File: src/rtl/sccc_pkg.sv
// Shared types, character codes and byte-class functions for the completion context classifier.
package sccc_pkg;

  localparam int MAX_LINE = 1024;
  localparam int POS_W    = $clog2(MAX_LINE + 1);
  localparam int IDX_W    = POS_W + 1;

  localparam logic [7:0] CH_NUL    = 8'h00;
  localparam logic [7:0] CH_TAB    = 8'h09;
  localparam logic [7:0] CH_CR     = 8'h0D;
  localparam logic [7:0] CH_SPACE  = 8'h20;
  localparam logic [7:0] CH_DQUOTE = 8'h22;
  localparam logic [7:0] CH_DOLLAR = 8'h24;
  localparam logic [7:0] CH_AMP    = 8'h26;
  localparam logic [7:0] CH_SQUOTE = 8'h27;
  localparam logic [7:0] CH_LPAREN = 8'h28;
  localparam logic [7:0] CH_RPAREN = 8'h29;
  localparam logic [7:0] CH_SEMI   = 8'h3B;
  localparam logic [7:0] CH_LT     = 8'h3C;
  localparam logic [7:0] CH_EQ     = 8'h3D;
  localparam logic [7:0] CH_GT     = 8'h3E;
  localparam logic [7:0] CH_US     = 8'h5F;
  localparam logic [7:0] CH_PIPE   = 8'h7C;

  typedef enum logic [1:0] {
    PH_NONE  = 2'd0,
    PH_NAME  = 2'd1,
    PH_AFTER = 2'd2
  } phase_t;

  typedef enum logic [2:0] {
    CTX_COMMAND    = 3'd0,
    CTX_ARGUMENT   = 3'd1,
    CTX_VARIABLE   = 3'd2,
    CTX_ASSIGNMENT = 3'd3,
    CTX_REDIRECT   = 3'd4
  } ctx_t;

  typedef struct packed {
    phase_t             phase;
    logic [POS_W-1:0]   start;
    logic [POS_W-1:0]   length;
    logic [POS_W-1:0]   count;
    logic               in_word;
  } cmd_track_t;

  // Line state as it stands after the current byte has been taken.
  typedef struct packed {
    logic [POS_W-1:0]   position;
    logic [POS_W-1:0]   tok_begin;
    logic [7:0]         first_byte;
    logic               quote_open;
    logic               assign_snap;
    logic               ns_seen;
    logic [7:0]         ns_byte;
    cmd_track_t         cmd;
    logic               overflow;
  } line_view_t;

  function automatic logic is_ws(input logic [7:0] c);
    return (c == CH_SPACE) || ((c >= CH_TAB) && (c <= CH_CR));
  endfunction

  function automatic logic is_alnum_us(input logic [7:0] c);
    return ((c >= 8'h30) && (c <= 8'h39)) || ((c >= 8'h41) && (c <= 8'h5A)) ||
           ((c >= 8'h61) && (c <= 8'h7A)) || (c == CH_US);
  endfunction

  function automatic logic is_sep(input logic [7:0] c);
    return (c == CH_PIPE) || (c == CH_SEMI) || (c == CH_AMP);
  endfunction

  function automatic logic is_boundary(input logic [7:0] c);
    return is_ws(c) || is_sep(c) || (c == CH_LPAREN) || (c == CH_RPAREN) ||
           (c == CH_LT) || (c == CH_GT) || (c == CH_NUL);
  endfunction

endpackage

File: src/rtl/sccc_tracker.sv
// Running line state: quotes, word start, assignment, command tracking and snapshots.
module sccc_tracker import sccc_pkg::*; (
  input  logic        clk,
  input  logic        rst,
  input  logic        take,
  input  logic        clear,
  input  logic [7:0]  char_code,
  output line_view_t  view
);

  logic [POS_W-1:0] position, position_next;
  logic             single_quote_open, single_quote_open_next;
  logic             double_quote_open, double_quote_open_next;
  logic [POS_W-1:0] tok_begin, tok_begin_next;
  logic [7:0]       first_byte, first_byte_next;
  logic [7:0]       previous_byte, previous_byte_next;
  logic             assign_running, assign_running_next;
  logic             assign_snapshot, assign_snapshot_next;
  logic [7:0]       last_nonspace, last_nonspace_next;
  logic             seen_nonspace, seen_nonspace_next;
  logic [8:0]       nonspace_snapshot, nonspace_snapshot_next;
  cmd_track_t       cmd, cmd_next;
  cmd_track_t       cmd_snapshot, cmd_snapshot_next;
  logic             overflow, overflow_next;

  always_comb begin
    position_next          = position;
    single_quote_open_next = single_quote_open;
    double_quote_open_next = double_quote_open;
    tok_begin_next         = tok_begin;
    first_byte_next        = first_byte;
    previous_byte_next     = previous_byte;
    assign_running_next    = assign_running;
    assign_snapshot_next   = assign_snapshot;
    last_nonspace_next     = last_nonspace;
    seen_nonspace_next     = seen_nonspace;
    nonspace_snapshot_next = nonspace_snapshot;
    cmd_next               = cmd;
    cmd_snapshot_next      = cmd_snapshot;
    overflow_next          = overflow;

    if (take) begin
      if (position >= POS_W'(MAX_LINE)) begin
        overflow_next = 1'b1;
      end else begin
        if (char_code == CH_SQUOTE && !double_quote_open) begin
          single_quote_open_next = !single_quote_open;
        end else if (char_code == CH_DQUOTE && !single_quote_open) begin
          double_quote_open_next = !double_quote_open;
        end

        if (is_ws(char_code) || char_code == CH_SEMI || char_code == CH_PIPE) begin
          assign_running_next = 1'b0;
        end else if (char_code == CH_EQ && position != '0 && is_alnum_us(previous_byte)) begin
          assign_running_next = 1'b1;
        end

        if (!is_ws(char_code)) begin
          last_nonspace_next = char_code;
          seen_nonspace_next = 1'b1;
        end

        if (is_sep(char_code)) begin
          cmd_next = '0;
        end else begin
          case (cmd.phase)
            PH_NONE: begin
              if (!is_ws(char_code)) begin
                cmd_next.phase  = PH_NAME;
                cmd_next.start  = position;
                cmd_next.length = POS_W'(1);
              end
            end
            PH_NAME: begin
              if (is_ws(char_code)) begin
                cmd_next.phase   = PH_AFTER;
                cmd_next.in_word = 1'b0;
                cmd_next.count   = '0;
              end else begin
                cmd_next.length = cmd.length + POS_W'(1);
              end
            end
            default: begin
              if (is_ws(char_code)) begin
                cmd_next.in_word = 1'b0;
              end else if (!cmd.in_word) begin
                cmd_next.count   = cmd.count + POS_W'(1);
                cmd_next.in_word = 1'b1;
              end
            end
          endcase
        end

        if (position == tok_begin && !is_boundary(char_code)) begin
          first_byte_next = char_code;
        end

        previous_byte_next = char_code;
        position_next      = position + POS_W'(1);

        // A boundary byte closes the word: freeze the running flags for the next one.
        if (is_boundary(char_code)) begin
          tok_begin_next         = position_next;
          assign_snapshot_next   = assign_running_next;
          nonspace_snapshot_next = {seen_nonspace_next, last_nonspace_next};
          cmd_snapshot_next      = cmd_next;
        end
      end
    end
  end

  always_ff @(posedge clk) begin
    if (rst || clear) begin
      position          <= '0;
      single_quote_open <= 1'b0;
      double_quote_open <= 1'b0;
      tok_begin         <= '0;
      first_byte        <= '0;
      previous_byte     <= '0;
      assign_running    <= 1'b0;
      assign_snapshot   <= 1'b0;
      last_nonspace     <= '0;
      seen_nonspace     <= 1'b0;
      nonspace_snapshot <= '0;
      cmd               <= '0;
      cmd_snapshot      <= '0;
      overflow          <= 1'b0;
    end else begin
      position          <= position_next;
      single_quote_open <= single_quote_open_next;
      double_quote_open <= double_quote_open_next;
      tok_begin         <= tok_begin_next;
      first_byte        <= first_byte_next;
      previous_byte     <= previous_byte_next;
      assign_running    <= assign_running_next;
      assign_snapshot   <= assign_snapshot_next;
      last_nonspace     <= last_nonspace_next;
      seen_nonspace     <= seen_nonspace_next;
      nonspace_snapshot <= nonspace_snapshot_next;
      cmd               <= cmd_next;
      cmd_snapshot      <= cmd_snapshot_next;
      overflow          <= overflow_next;
    end
  end

  always_comb begin
    view.position    = position_next;
    view.tok_begin   = tok_begin_next;
    view.first_byte  = first_byte_next;
    view.quote_open  = single_quote_open_next || double_quote_open_next;
    view.assign_snap = assign_snapshot_next;
    view.ns_seen     = nonspace_snapshot_next[8];
    view.ns_byte     = nonspace_snapshot_next[7:0];
    view.cmd         = cmd_snapshot_next;
    view.overflow    = overflow_next;
  end

endmodule

File: src/rtl/sccc_classify.sv
// Context decision and result fields from the line state at the cursor.
module sccc_classify import sccc_pkg::*; (
  input  line_view_t              view,
  output ctx_t                    ctx,
  output logic                    redirect,
  output logic [POS_W-1:0]        name_start,
  output logic [POS_W-1:0]        cmd_length,
  output logic signed [IDX_W-1:0] arg_pos
);

  logic command_pos;

  always_comb begin
    redirect    = view.ns_seen && (view.ns_byte == CH_LT || view.ns_byte == CH_GT);
    command_pos = !view.ns_seen || is_sep(view.ns_byte);

    if (view.position > view.tok_begin && view.first_byte == CH_DOLLAR) begin
      ctx = CTX_VARIABLE;
    end else if (view.assign_snap) begin
      ctx = CTX_ASSIGNMENT;
    end else if (redirect) begin
      ctx = CTX_REDIRECT;
    end else if (command_pos) begin
      ctx = CTX_COMMAND;
    end else begin
      ctx = CTX_ARGUMENT;
    end

    name_start = '0;
    cmd_length = '0;
    arg_pos    = '1;
    if (ctx == CTX_ARGUMENT && view.cmd.phase != PH_NONE) begin
      name_start = view.cmd.start;
      cmd_length = view.cmd.length;
      arg_pos    = (view.cmd.phase == PH_AFTER) ? $signed({1'b0, view.cmd.count}) : '0;
    end
  end

endmodule

File: src/rtl/shell_completion_context_classifier_unit.sv
// Top level of the shell completion context classifier: input register, tracker, result register.
//
// The block reads a command line one byte per item transfer on the item channel
// (item_valid, item_stall, char_code, is_last, no_char), from the start of the line up to
// the cursor. An item with no_char set carries no byte. The item with is_last set ends the
// line, and exactly one result transfer follows it on the result channel (result_valid,
// result_stall and the result fields). Items that are not last give no result.
// Each accepted item lands in an input register. From there the tracker updates the line
// state and, for a last item, the classifier's answer is loaded into the result register.
// The block takes one item every cycle. Only a last item can be held up: it waits in the
// input register while the result register holds an untaken result, and the item channel
// then stalls. Results are held stable while result_stall is high.
// After a result is produced, all line state returns to its reset values for the next line.
// Bytes arriving once the line holds MAX_LINE bytes are dropped and the overflow flag is set.
// Synchronous reset clears the line state and both valid flags; no result is offered after it.
module shell_completion_context_classifier_unit import sccc_pkg::*; (
  input  logic                     clk,
  input  logic                     rst,
  input  logic                     item_valid,
  output logic                     item_stall,
  input  logic [7:0]               char_code,
  input  logic                     is_last,
  input  logic                     no_char,
  output logic                     result_valid,
  input  logic                     result_stall,
  output logic [2:0]               context_type,
  output logic [POS_W-1:0]         tok_begin,
  output logic [POS_W-1:0]         tok_end,
  output logic                     quote_flag,
  output logic                     redir_flag,
  output logic                     assign_flag,
  output logic [POS_W-1:0]         command_start,
  output logic [POS_W-1:0]         command_length,
  output logic signed [IDX_W-1:0]  arg_number,
  output logic                     overflow
);

  logic                     hold_valid;
  logic [7:0]               hold_char;
  logic                     hold_last;
  logic                     hold_none;
  logic                     advance;
  logic                     out_free;
  logic                     load_result;
  line_view_t               view;
  ctx_t                     ctx;
  logic                     redirect;
  logic [POS_W-1:0]         name_start;
  logic [POS_W-1:0]         cmd_length;
  logic signed [IDX_W-1:0]  arg_pos;

  // The held item moves on unless it is a last item and the result register holds a stalled result.
  assign out_free    = !result_valid || !result_stall;
  assign advance     = hold_valid && (!hold_last || out_free);
  assign load_result = advance && hold_last;
  assign item_stall  = hold_valid && !advance;

  always_ff @(posedge clk) begin
    if (rst) begin
      hold_valid <= 1'b0;
    end else if (item_valid && !item_stall) begin
      hold_valid <= 1'b1;
    end else if (advance) begin
      hold_valid <= 1'b0;
    end
  end

  always_ff @(posedge clk) begin
    if (item_valid && !item_stall) begin
      hold_char <= char_code;
      hold_last <= is_last;
      hold_none <= no_char;
    end
  end

  sccc_tracker u_tracker (
    .clk       (clk),
    .rst       (rst),
    .take      (advance && !hold_none),
    .clear     (load_result),
    .char_code (hold_char),
    .view      (view)
  );

  sccc_classify u_classify (
    .view       (view),
    .ctx        (ctx),
    .redirect   (redirect),
    .name_start (name_start),
    .cmd_length (cmd_length),
    .arg_pos    (arg_pos)
  );

  always_ff @(posedge clk) begin
    if (rst) begin
      result_valid <= 1'b0;
    end else if (load_result) begin
      result_valid <= 1'b1;
    end else if (!result_stall) begin
      result_valid <= 1'b0;
    end
  end

  always_ff @(posedge clk) begin
    if (load_result) begin
      context_type   <= ctx;
      tok_begin      <= view.tok_begin;
      tok_end        <= view.position;
      quote_flag     <= view.quote_open;
      redir_flag     <= redirect;
      assign_flag    <= view.assign_snap;
      command_start  <= name_start;
      command_length <= cmd_length;
      arg_number     <= arg_pos;
      overflow       <= view.overflow;
    end
  end

endmodule
File: config.mk
export PLATFORM = sky130hd
export DESIGN_NAME = shell_completion_context_classifier_unit
export DESIGN_NICKNAME = d
export VERILOG_FILES = /design/src/rtl/sccc_pkg.sv /design/src/rtl/sccc_tracker.sv /design/src/rtl/sccc_classify.sv /design/src/rtl/shell_completion_context_classifier_unit.sv
export SDC_FILE = /design/constraint.sdc
export NUM_CORES = 1
export LEC_CHECK = 0
export BUFFER_PORTS_ARGS = -buffer_cell sky130_fd_sc_hd__buf_2
export CORE_MARGIN = 4
export CORE_UTILIZATION = 42
export CTS_BUF_LIST = sky130_fd_sc_hd__clkbuf_8
export CTS_CLUSTER_DIAMETER = 100
export DETAILED_ROUTE_END_ITERATION = 16
export HOLD_SLACK_MARGIN = 0.1
export PLACE_DENSITY = 0.56
export SLEW_MARGIN = 20
export SYNTH_ARGS = -nofsm -noshare
export SYNTH_HDL_FRONTEND = slang
export SYNTH_SLANG_ARGS = --single-unit
export TNS_END_PERCENT = 30
File: constraint.sdc
create_clock -name clk -period 6.68 [get_ports clk]
set_clock_uncertainty 0.05 [all_clocks]
set_input_delay 0.334 -clock clk [delete_from_list [all_inputs] [get_ports clk]]
set_output_delay 0.334 -clock clk [all_outputs]
set_load 0.01 [all_outputs]
== Word level (Yosys, flattened, before mapping) ==
Index checks and enable logic that the tools add are counted.

* Register bits after elaboration: 208
* Bits in latches: 0
* Bits in writable memories: 0
* Memory bits (read-only): 0
* Input bits: 14
* Output and inout port bits: 65
* Word-level logic and storage cells: 181
* Memories: 0

* Add/subtract/negate cells: 3
* Multiply operators: 0
* Div/mod/pow operators: 0
* Magnitude comparators: 10
* Equal/unequal tests: 23
* Shift operators: 0
* Muxes and demuxes: 51
* Bitwise operators: 1
* Reductions and logical operators: 56

{| class="wikitable"
|+ Operators by type and width
! cell !! number
|-
| $mux W36 || 4
|-
| $eq A8 B6 Y1 const B || 15
|-
| $mux W11 || 9
|-
| $add A11 B1 Y11 const B || 3
|-
| $mux W8 || 4
|-
| $mux W9 || 3
|-
| $eq A8 B7 Y1 const B || 3
|-
| $mux W12 || 2
|-
| $mux W24 || 1
|-
| $pmux W12 S2 || 1
|-
| $logic_or A1 B1 Y1 || 22
|-
| $pmux W11 S2 || 1
|-
| $mux W1 || 21
|-
| $logic_and A1 B1 Y1 || 17
|-
| $ge A8 B7 Y1 const B || 2
|-
| $le A8 B7 Y1 const B || 2
|-
| $eq A11 B11 Y1 || 1
|-
| $ge A11 B11 Y1 const B || 1
|-
| $gt A11 B11 Y1 || 1
|-
| $reduce_bool A11 Y1 || 1
|-
| $logic_not A1 Y1 || 10
|-
| $mux W3 || 3
|-
| $ge A8 B4 Y1 const B || 1
|-
| $ge A8 B6 Y1 const B || 1
|-
| 14 further kinds || 15
|}

== Logic depth before layout (Yosys ltp) ==
Gate-level depths: netlist (run 1).

* Word-level depth: 22
* Depth in mapped cells: 21
* Depth with buffers taken out: 15

== Hierarchy ==
Synthesis (run 1) repeated with hierarchy kept, for this count alone.

* Cells, all modules: 1039
* Area, all modules: 10070.9 µm²

{| class="wikitable"
|+ Modules (own cells, without submodules)
! module !! instances !! cells each !! area an instance (µm²) !! sequential area each (µm²)
|-
| sccc_tracker || 1 || 829 || 6969.2 || 2662.6
|-
| shell_completion_context_classifier_unit || 1 || 86 || 2287.2 || 2232.1
|-
| sccc_classify || 1 || 124 || 814.5 || 0.0
|}

== Least setup slack after synthesis (run 1) ==
OpenSTA, ideal clock, no wires.

* Kind: register -> register
* From: register hold_last
* To: register u_tracker.nonspace_snapshot[0]
* Setup time: 132 ps
* Arrival: 4603 ps
* Data required time: 6498 ps
* Setup slack: 1895 ps
* Cell stages (with the launch flop): 7
* Buffers on the path: 2
* Clock period less this slack: 4785 ps
* Cell sequence: edfxtp_1 > nand2_1 > a21oi_1 > or2_2 > clkbuf_1 > clkbuf_1 > nor3_1

* Longest elaborated chain between the ends: 5
* Elaborated cells between the ends (all ways): 7
* Those cells by class: mux: 1; reduce/logical: 6

{| class="wikitable"
|+ RTL lines
! item !! line !! RTL
|-
| start: declaration || shell_completion_context_classifier_unit.sv:40 || <nowiki>logic hold_last;</nowiki>
|-
| start signal: assignment || shell_completion_context_classifier_unit.sv:71 || <nowiki>hold_last <= is_last;</nowiki>
|-
| $logic_not A1 Y1 || shell_completion_context_classifier_unit.sv:54 || <nowiki>assign advance = hold_valid && (!hold_last || out_free);</nowiki>
|-
| $logic_or A1 B1 Y1 || shell_completion_context_classifier_unit.sv:54 ||
|-
| $logic_and A1 B1 Y1 || shell_completion_context_classifier_unit.sv:54 ||
|-
| $logic_and A1 B1 Y1 (*) || shell_completion_context_classifier_unit.sv:55 || <nowiki>assign load_result = advance && hold_last;</nowiki>
|-
| net load_result || shell_completion_context_classifier_unit.sv:44 || <nowiki>logic load_result;</nowiki>
|-
| $logic_or A1 B1 Y1 (*) || sccc_tracker.sv:113 || <nowiki>if (rst || clear) begin</nowiki>
|-
| end signal: assignment || sccc_tracker.sv:139 || <nowiki>nonspace_snapshot <= nonspace_snapshot_next;</nowiki>
|-
| end: declaration || sccc_tracker.sv:21 || <nowiki>logic [8:0] nonspace_snapshot, nonspace_snapshot_next;</nowiki>
|}

The timed path passes the listed nets; every way through them passes the cells marked *.
A chain may end at the register's enable or synchronous reset.

== Worst setup path after layout (run 1) ==
* From: register hold_char[1]
* To: register arg_number[8] (data pin)

* Longest elaborated chain between the ends: 22
* Elaborated cells between the ends (all ways): 77
* Those cells by class: order compare: 3; eq/ne: 17; mux: 31; reduce/logical: 26

{| class="wikitable"
|+ RTL lines
! item !! line !! RTL
|-
| start: declaration || shell_completion_context_classifier_unit.sv:39 || <nowiki>logic [7:0] hold_char;</nowiki>
|-
| start signal: assignment || shell_completion_context_classifier_unit.sv:70 || <nowiki>hold_char <= char_code;</nowiki>
|-
| $ge A8 B4 Y1 (tied with other cells) || sccc_pkg.sv:61 || <nowiki>return (c == CH_SPACE) || ((c >= CH_TAB) && (c <= CH_CR));</nowiki>
|-
| $logic_and A1 B1 Y1 or $logic_or A1 B1 Y1 (tied branches) || sccc_pkg.sv:61, sccc_pkg.sv:70 ||
|-
| $logic_or A1 B1 Y1, on equally long branches || sccc_pkg.sv:61, sccc_pkg.sv:70 ||
|-
| $logic_or A1 B1 Y1 (4 in series) || sccc_pkg.sv:74 || <nowiki>return is_ws(c) || is_sep(c) || (c == CH_LPAREN) || (c == CH_RPAREN) ||</nowiki>
|-
| $logic_or A1 B1 Y1 (2 in series) || sccc_pkg.sv:75 || <nowiki>(c == CH_LT) || (c == CH_GT) || (c == CH_NUL);</nowiki>
|-
| $mux W9 || sccc_tracker.sv:102 || <nowiki>if (is_boundary(char_code)) begin</nowiki>
|-
| $mux W9 || sccc_tracker.sv:43 || <nowiki>if (position >= POS_W'(MAX_LINE)) begin</nowiki>
|-
| $mux W9 || sccc_tracker.sv:42 || <nowiki>if (take) begin</nowiki>
|-
| $eq A8 B7 Y1 or $eq A8 B6 Y1 (tied branches) || sccc_pkg.sv:70 || <nowiki>return (c == CH_PIPE) || (c == CH_SEMI) || (c == CH_AMP);</nowiki>
|-
| $logic_or A1 B1 Y1 (2 in series) || sccc_pkg.sv:70 ||
|-
| $logic_or A1 B1 Y1 || sccc_classify.sv:15 || <nowiki>command_pos = !view.ns_seen || is_sep(view.ns_byte);</nowiki>
|-
| $mux W1 || sccc_classify.sv:23 || <nowiki>end else if (command_pos) begin</nowiki>
|-
| $mux W3 || sccc_classify.sv:21 || <nowiki>end else if (redirect) begin</nowiki>
|-
| $mux W3 || sccc_classify.sv:19 || <nowiki>end else if (view.assign_snap) begin</nowiki>
|-
| $mux W3 || sccc_classify.sv:17 || <nowiki>if (view.position > view.tok_begin && view.first_byte == CH_DOLLAR) begin</nowiki>
|-
| $eq A3 B1 Y1 || sccc_classify.sv:32 || <nowiki>if (ctx == CTX_ARGUMENT && view.cmd.phase != PH_NONE) begin</nowiki>
|-
| $logic_and A1 B1 Y1 || sccc_classify.sv:32 ||
|-
| end signal: assignment || shell_completion_context_classifier_unit.sv:114 || <nowiki>arg_number <= arg_pos;</nowiki>
|-
| end: declaration || shell_completion_context_classifier_unit.sv:34 || <nowiki>output logic signed [IDX_W-1:0] arg_number,</nowiki>
|}

Parallel ways exist; a longest one is shown, timed or not.

==> impl_metrics.json, run 1 <==
{
  "syn-mean-instance-area_um2": 9.47,
  "grt_pass1_vias": 7582,
  "hold_start": "result_stall",
  "crit_path_cell_trace": "and3b_1, o21a_1, buf_4, nor2_4, inv_2, o31ai_4, nor2_1, a21oi_1, ha_1, a21o_1, a21o_1, a21oi_1, a211oi_1, mux2_4, nand2b_1, a2111o_1",
  "min_to": "hold_valid$_SDFFE_PP0P_",
  "die-width_um": 162,
  "cts_tree": "built",
  "setup_ws_ns": 1.30,
  "grt_max_degree": 101,
  "initial_core_util": 0.427,
  "area.growth.synth_to_final_pct": 14.7,
  "internal_power_uw": 2040,
  "pin_count": 79,
  "pwr-share-comb": 0.044,
  "crit_buf_inv": 2,
  "wire_per_inst_um": 17.0,
  "synth_edf_count": 73,
  "p_leak_uw": 0.00414,
  "holdPathStages": 5,
  "via_count": 8039,
  "tns_ns": 0,
  "pwr_density_cell_nw_per_um2": 231,
  "grt-ovfl-total": 0,
  "fin_crit_ns": 5.38,
  "synth_top_area_share": 0.268,
  "wirelength_um": 25000,
  "ys_ff_latch": 207,
  "syn_inst": 1058,
  "outcome": "finished, final reports clean",
  "cp_top_family": "compound AO/OA/AOI/OAI gates",
  "syn-num-nets": 1088,
  "cts_root_buf": "clkbuf_8",
  "crit_path_start": "hold_char[1]$_DFFE_PP_",
  "p_clk_frac": 0.453,
  "cts_made_buffers": 38,
  "grt_usage": 0.187,
  "synth.distinct_cells": 76,
  "fin_nets": 1154,
  "rows": 56,
  "insertion_delay_ns": 0.52,
  "crit_path_max_incr_delay_ns": 0.67,
  "path_clk_slew_ns": 0.06,
  "yosysSeqAreaShare": 0.487,
  "cp-start-kind": "flip-flop",
  "place_hpwl_um": 16700,
  "finalSetupViolCount": 0,
  "sw_frac_of_total": 0.230,
  "initialDrtViolationCount": 619,
  "relSlewSlack": 0.343,
  "pre_cts_ws_ns": 1.32,
  "die_y_um": 162,
  "remaining_drc_errors": 0,
  "drv_cap": 0,
  "first_pass_iters": 5,
  "synth_ff_type": "dfxtp_1",
  "min_path_type": "in2reg",
  "critical_path_class": "reg2reg",
  "antenna_found_initial": 0,
  "critical_path.slowest_cell": "edfxtp_1",
  "die_area_um2": 26400,
  "clock.fmax_ghz": 0.186,
  "coreArea_um2": 23500,
  "min_period_over_period": 0.806,
  "portBuffers": 78,
  "crit_path_end_kind": "flip-flop",
  "critPathMaxFanout": 23,
  "cts_max_level": 2,
  "rsz0062_at_grt": "no",
  "netlist_top_cells_area": "dfxtp_1 27%, edfxtp_1 22%, nor2_1 4.5%",
  "async_reset_ff_frac": 0,
  "r2r_cells": 16,
  "cts.repair.resized": 0,
  "p_switching_uw": 610,
  "maxSlewViolCount": 0,
  "vias_per_cell": 5.46,
  "hold_viol_final": 0,
  "n_antenna_cell": 0,
  "reg2reg_from": "hold_char[1]$_DFFE_PP_",
  "synthesis.area_um2": 10000,
  "grt_pass1_wl_um": 40600,
  "yosys.area.top_type": "dfxtp_1",
  "cts_buffer_depth": 3,
  "yosysWarnings": 0,
  "gp_routability_congestion": 0.857,
  "layout-drive-gt1-share": 0.149,
  "irDropWorstVdd_uv": 133,
  "worstPathArrival_ns": 5.59,
  "r2r_slack_ns": 1.30,
  "drt.antenna.violating_nets": 0,
  "rr_endpoint": "arg_number[8]$_SDFFCE_PN1P_",
  "pwr-share-seq": 0.503,
  "required_ns": 6.89,
  "worst_slew_pin_slew_ns": 0.985,
  "clock-sinks": 207
}
how the worst max path moves through the flow:
stage | to | slack [ns] | cells past startpoint
final | arg_number[8]$_SDFFCE_PN1P_ | 1.30 | 16
after global placement | arg_number[3]$_SDFFCE_PN1P_ | 1.40 | 16
after CTS | command_length[2]$_SDFFCE_PN0P_ | 1.32 | 17
after floorplan | u_tracker.nonspace_snapshot[0]$_SDFF_PP0_ | 1.90 | 6
after detailed placement | command_start[2]$_SDFFCE_PN0P_ | 1.32 | 16
after global routing | command_length[2]$_SDFFCE_PN0P_ | 0.87 | 17
routing by layer:
metal	global-route usage	wire (um)	vias up	part of all wire
li1	-	-	3979	-
met1	0.273	12300	3840	0.49
met2	0.288	11100	179	0.44
met3	0.0301	1200	41	0.048
met4	0.0542	410	0	0.016
met5	0	0	-	0
power groups by stage:
| stage | clock network, uW | logic [uW] | registers (uW) |
|---|---|---|---|
| 4_1_cts | 1240 | 117 | 1340 |
| 3_3_place_gp | 0 | 111 | 1360 |
| 3_5_place_dp | 0 | 111 | 1360 |
| 6_report | 1200 | 116 | 1340 |
| 5_1_grt | 1300 | 128 | 1340 |
| 2_1_floorplan | 0 | 81.1 | 1350 |
cell type report:
type	count	area (um^2)
Multi-Input combinational cell	742	4700
Clock buffer	45	619
Timing Repair Buffer	109	659
Inverter	26	97.6
Sequential cell	207	4870
Fill cell	2217	12000
Clock inverter	23	146
Tap cell	319	399
logic make-up (layout without fill, tap and decap cells):
logic type	after synthesis	after routing	share of synthesized area
AOI/OAI and AO/OA	257	257	0.175
xor gates and xnor gates	45	45	0.0393
adders and majority gates	16	16	0.0200
buffers and inverters	109	203	0.0480
DFF	207	207	0.487
muxes	27	27	0.0281
and+or+nand+nor	397	397	0.203
Yosys cell counts (25+ instances only):
cell	number
nor3_1	33
edfxtp_1	73
o21ai_0	40
a211oi_1	30
dfxtp_1	134
a21oi_1	71
and2_1	39
nand2_1	72
nor2_1	121
inv_1	25
clkbuf_1	52
cells in the final DEF (no fill, tap or decap), types with 5 or more instances in the layout:
cell,n
a2111o_1,11
nand2_1,72
xnor2_1,24
nor4_1,13
dfxtp_1,134
o2bb2ai_1,13
nand4_1,16
buf_2,78
xor2_1,21
and2_1,39
nand3_1,19
nor2_1,120
a31oi_1,6
o21a_1,6
a22oi_1,15
nor3_1,33
clkinv_1,7
nand2b_1,9
o22ai_1,10
mux2i_1,24
nand3b_1,6
a211oi_1,30
a21boi_0,11
clkbuf_8,45
o21ai_0,40
ha_1,16
edfxtp_1,73
and3_1,13
inv_1,36
a21oi_1,70
buf_4,17
dlygate4sd3_1,13
or3_1,19
nor2b_1,6
o211ai_1,5
nand4b_1,5
state kept, by name, indices dropped and copies added, names as in the netlist, 3 cells and up:
name	count
u_tracker.last_nonspace	8
u_tracker.tok_begin	11
u_tracker.first_byte	8
u_tracker.cmd_snapshot	35
hold_char	8
context_type	3
u_tracker.nonspace_snapshot	9
u_tracker.cmd	36
u_tracker.previous_byte	8
arg_number	12
command_length	11
command_start	11
tok_end	11
tok_begin	11
u_tracker.position	11
worst register-to-register path: stages, from the launching register on:
cell	delay, ns
edfxtp_1	0.67
and3b_1	0.36
o21a_1	0.18
buf_4	0.19
nor2_4	0.21
inv_2	0.16
o31ai_4	0.63
nor2_1	0.11
a21oi_1	0.25
ha_1	0.30
a21o_1	0.17
a21o_1	0.16
a21oi_1	0.21
a211oi_1	0.10
mux2_4	0.29
nand2b_1	0.58
a2111o_1	0.52
through the flow:
step	total power, uW	hold WS [ns]	util	cells	area, um^2
2_1_floorplan	1440	0.353	-	1058	10000
3_3_place_gp	1470	0.391	0.451	1389	10600
3_5_place_dp	1470	0.399	0.451	1389	10600
4_1_cts	2690	0.207	0.489	1470	11500
5_1_grt	2760	0.227	0.490	1471	11500
6_report	2650	0.226	0.490	1471	11500
what timing repair did:
item | 4_1_cts | 5_1_grt
hold buffers | 13 | 0
endpoints found under the hold margin | 12 | 0
setup buffers | 0 | 0
(Power assumes the default switching activity.)
==> inputs of run 2 (changes only) <==
--- a/config.mk
+++ b/config.mk
@@ -12,7 +12,7 @@
 export CTS_CLUSTER_DIAMETER = 100
 export DETAILED_ROUTE_END_ITERATION = 16
 export HOLD_SLACK_MARGIN = 0.1
-export PLACE_DENSITY = 0.56
+export PLACE_DENSITY = 0.59
 export SLEW_MARGIN = 20
 export SYNTH_ARGS = -nofsm -noshare
 export SYNTH_HDL_FRONTEND = slang
==> constraint.sdc (replaced) <==
create_clock -name clk -period 4.5 [get_ports clk]
set_clock_uncertainty 0.05 [all_clocks]
set_input_delay 0.225 -clock clk [delete_from_list [all_inputs] [get_ports clk]]
set_output_delay 0.225 -clock clk [all_outputs]
set_load 0.01 [all_outputs]
==> run 2 against run 1 <==
Net effect: total power increased by 44%; register-to-register slack got worse by 1.1 ns; core utilization increased by 1.3 points; first-iteration DRC count decreased by 14%; clock-buffer cell count decreased by 3; worst setup slack got worse by 1.1 ns; cell area increased by 2.7%; critical path depth increased by 2; sequential share of layout area decreased by 1.1 points; routed wire length increased by 3.5%.
==> impl_metrics.json, run 2 (synthesis results as in run 1) <==
{
  "reg2reg_from": "hold_char[3]$_DFFE_PP_",
  "r2r_cells": 18,
  "finalSetupViolCount": 0,
  "critical_path.slowest_cell": "edfxtp_1",
  "relSlewSlack": 0.326,
  "stdcell_count": 1512,
  "rr_endpoint": "arg_number[0]$_SDFFCE_PN1P_",
  "insertion_delay_ns": 0.54,
  "worstPathArrival_ns": 4.55,
  "largest_register_ffs": 36,
  "irDropWorstVdd_uv": 251,
  "final_cell_mix": "134 x dfxtp_1, 121 x nor2_1, 78 x buf_2, 73 x edfxtp_1, 72 x nand2_1",
  "cts_tree": "built",
  "crit_path_end_kind": "flip-flop",
  "min_path_type": "in2reg",
  "gp_routability_congestion": 0.834,
  "dpl.cell_count": 1415,
  "num-fill-cells": 2206,
  "p_leak_uw": 0.00433,
  "cts_root_buf": "clkbuf_8",
  "grt_usage": 0.192,
  "worst_slew_pin_slew_ns": 1.01,
  "crit_path_max_incr_delay_ns": 0.50,
  "initialDrtViolationCount": 532,
  "layout-drive-gt1-share": 0.183,
  "holdPathStages": 4,
  "place_hpwl_um": 16900,
  "wirelength_um": 25900,
  "die-width_um": 162,
  "critical_path_class": "reg2reg",
  "reg_top3": "u_tracker.cmd: 36 flops, u_tracker.cmd_snapshot: 35 flops, arg_number: 12 flops",
  "r2r_slack_ns": 0.17,
  "power_uw": 3830,
  "maxSlewViolCount": 0,
  "die_area_um2": 26400,
  "cp_top_family": "simple AND/OR/NAND/NOR gates",
  "fin_nets": 1194,
  "remaining_drc_errors": 0,
  "grt_max_degree": 91,
  "path_clk_slew_ns": 0.06,
  "crit_buf_inv": 5,
  "grt_pass1_vias": 7951,
  "drt.antenna.violating_nets": 0,
  "clock-sinks": 207,
  "critPathMaxFanout": 36,
  "antenna_found_initial": 0,
  "grt_pass1_wl_um": 41700,
  "regMostFlops": "u_tracker.cmd",
  "via_count": 8309,
  "fin_hold_ws_ns": 0.298,
  "min_to": "u_tracker.tok_begin[3]$_SDFF_PP0_",
  "grt-ovfl-total": 0,
  "drv_cap": 0,
  "area.growth.synth_to_final_pct": 17.9,
  "n_antenna_cell": 0,
  "coreArea_um2": 23500,
  "cp-start-kind": "flip-flop",
  "initial_core_util": 0.427,
  "outcome": "finished, final reports clean",
  "mostFrequentLayoutCell": "dfxtp_1",
  "min_period_over_period": 0.963,
  "portBuffers": 78,
  "vias_per_cell": 5.50,
  "fin_crit_ns": 4.33,
  "cts_made_buffers": 37,
  "rows": 56,
  "tns_ns": 0,
  "pwr_density_cell_nw_per_um2": 324,
  "cts_buffer_depth": 3,
  "pin_count": 79,
  "cts_max_level": 2,
  "crit_path_cell_trace": "buf_6, or4b_4, nor3_4, nor2_4, inv_2, o31ai_4, buf_12, buf_4, nor2_1, a21oi_2, ha_1, nand4_1, nor4_2, a211oi_1, mux2_4, nand2b_1, buf_12, a2111o_1",
  "final_core_util": 0.503,
  "hold_start": "result_stall",
  "hold_viol_final": 0,
  "required_ns": 4.72,
  "clock.fmax_ghz": 0.231,
  "first_pass_iters": 5,
  "die_y_um": 162,
  "crit_path_frequent_cell": "buf_12",
  "wire_per_inst_um": 17.1
}
## run 2: cell count changes in the layout (fill, tap and decap cells not counted), moves of 2 or more
cell,change
clkinv_1,-2
clkbuf_8,-3
clkinv_2,+2
a211oi_1,-2
a21oi_1,-3
inv_1,+3
bufinv_16,-2
a211oi_2,+2
a21oi_2,+3
dlygate4sd3_1,+2
buf_4,+37
buf_12,+2
## run 2: layout make-up
| type | count | area, um^2 | share of cell area |
|---|---|---|---|
| Inverter | 26 | 97.6 | 0.00826 |
| Clock inverter | 26 | 116 | 0.00985 |
| Sequential cell | 207 | 4870 | 0.413 |
| Multi-Input combinational cell | 742 | 4750 | 0.402 |
| Tap cell | 319 | 399 | 0.0338 |
| Clock buffer | 42 | 578 | 0.0489 |
| Timing Repair Buffer | 150 | 997 | 0.0844 |
## run 2: worst reg2reg max path: stages (launching register included)
cell	delay, ns
edfxtp_1	0.50
buf_6	0.16
or4b_4	0.49
nor3_4	0.27
nor2_4	0.09
inv_2	0.08
o31ai_4	0.08
buf_12	0.19
buf_4	0.14
nor2_1	0.13
a21oi_2	0.05
ha_1	0.29
nand4_1	0.13
nor4_2	0.35
a211oi_1	0.09
mux2_4	0.28
nand2b_1	0.18
buf_12	0.18
a2111o_1	0.32
## run 2: worst max-delay path by stage
stage,slack [ns],start,cells after the start,to
floorplan,0.04,hold_char[3]$_DFFE_PP_,21,arg_number[10]$_SDFFCE_PN1P_
global placement,0.21,hold_char[0]$_DFFE_PP_,14,arg_number[0]$_SDFFCE_PN1P_
detailed placement,0.06,hold_char[0]$_DFFE_PP_,14,arg_number[0]$_SDFFCE_PN1P_
CTS,0.05,hold_char[0]$_DFFE_PP_,14,arg_number[0]$_SDFFCE_PN1P_
global route,-0.03,hold_char[3]$_DFFE_PP_,18,arg_number[0]$_SDFFCE_PN1P_
finish,0.17,hold_char[3]$_DFFE_PP_,18,arg_number[0]$_SDFFCE_PN1P_
## run 2: power by group
group          internal (uW)  total, uW  switching (uW)
clock network            861       1650             790
registers               1960       1970            18.1
logic                   71.5        204             133
total                   2890       3830             941
## run 2: routing by layer
metal | global-route usage | part of all wire | routed length [um]
met1 | 0.276 | 0.49 | 12700
met2 | 0.302 | 0.44 | 11500
met3 | 0.0329 | 0.051 | 1320
met4 | 0.0473 | 0.015 | 391
met5 | 0 | 0 | 0
## run 2: timing repair
action / CTS / global route
buffers inserted: 0 / 13
gates resized for setup: 0 / 12
setup endpoints to repair: 0 / 36
hold endpoints to repair: 12 / 0
hold buffers: 15 / 0
## run 2: stage by stage
| stage | worst slack, ns | instance area, um^2 |
|---|---|---|
| floorplan | 0.0377 | 10000 |
| global placement | 0.209 | 10800 |
| detailed placement | 0.0601 | 10800 |
| CTS | 0.0486 | 11600 |
| global route | -0.0316 | 11800 |
| finish | 0.169 | 11800 |
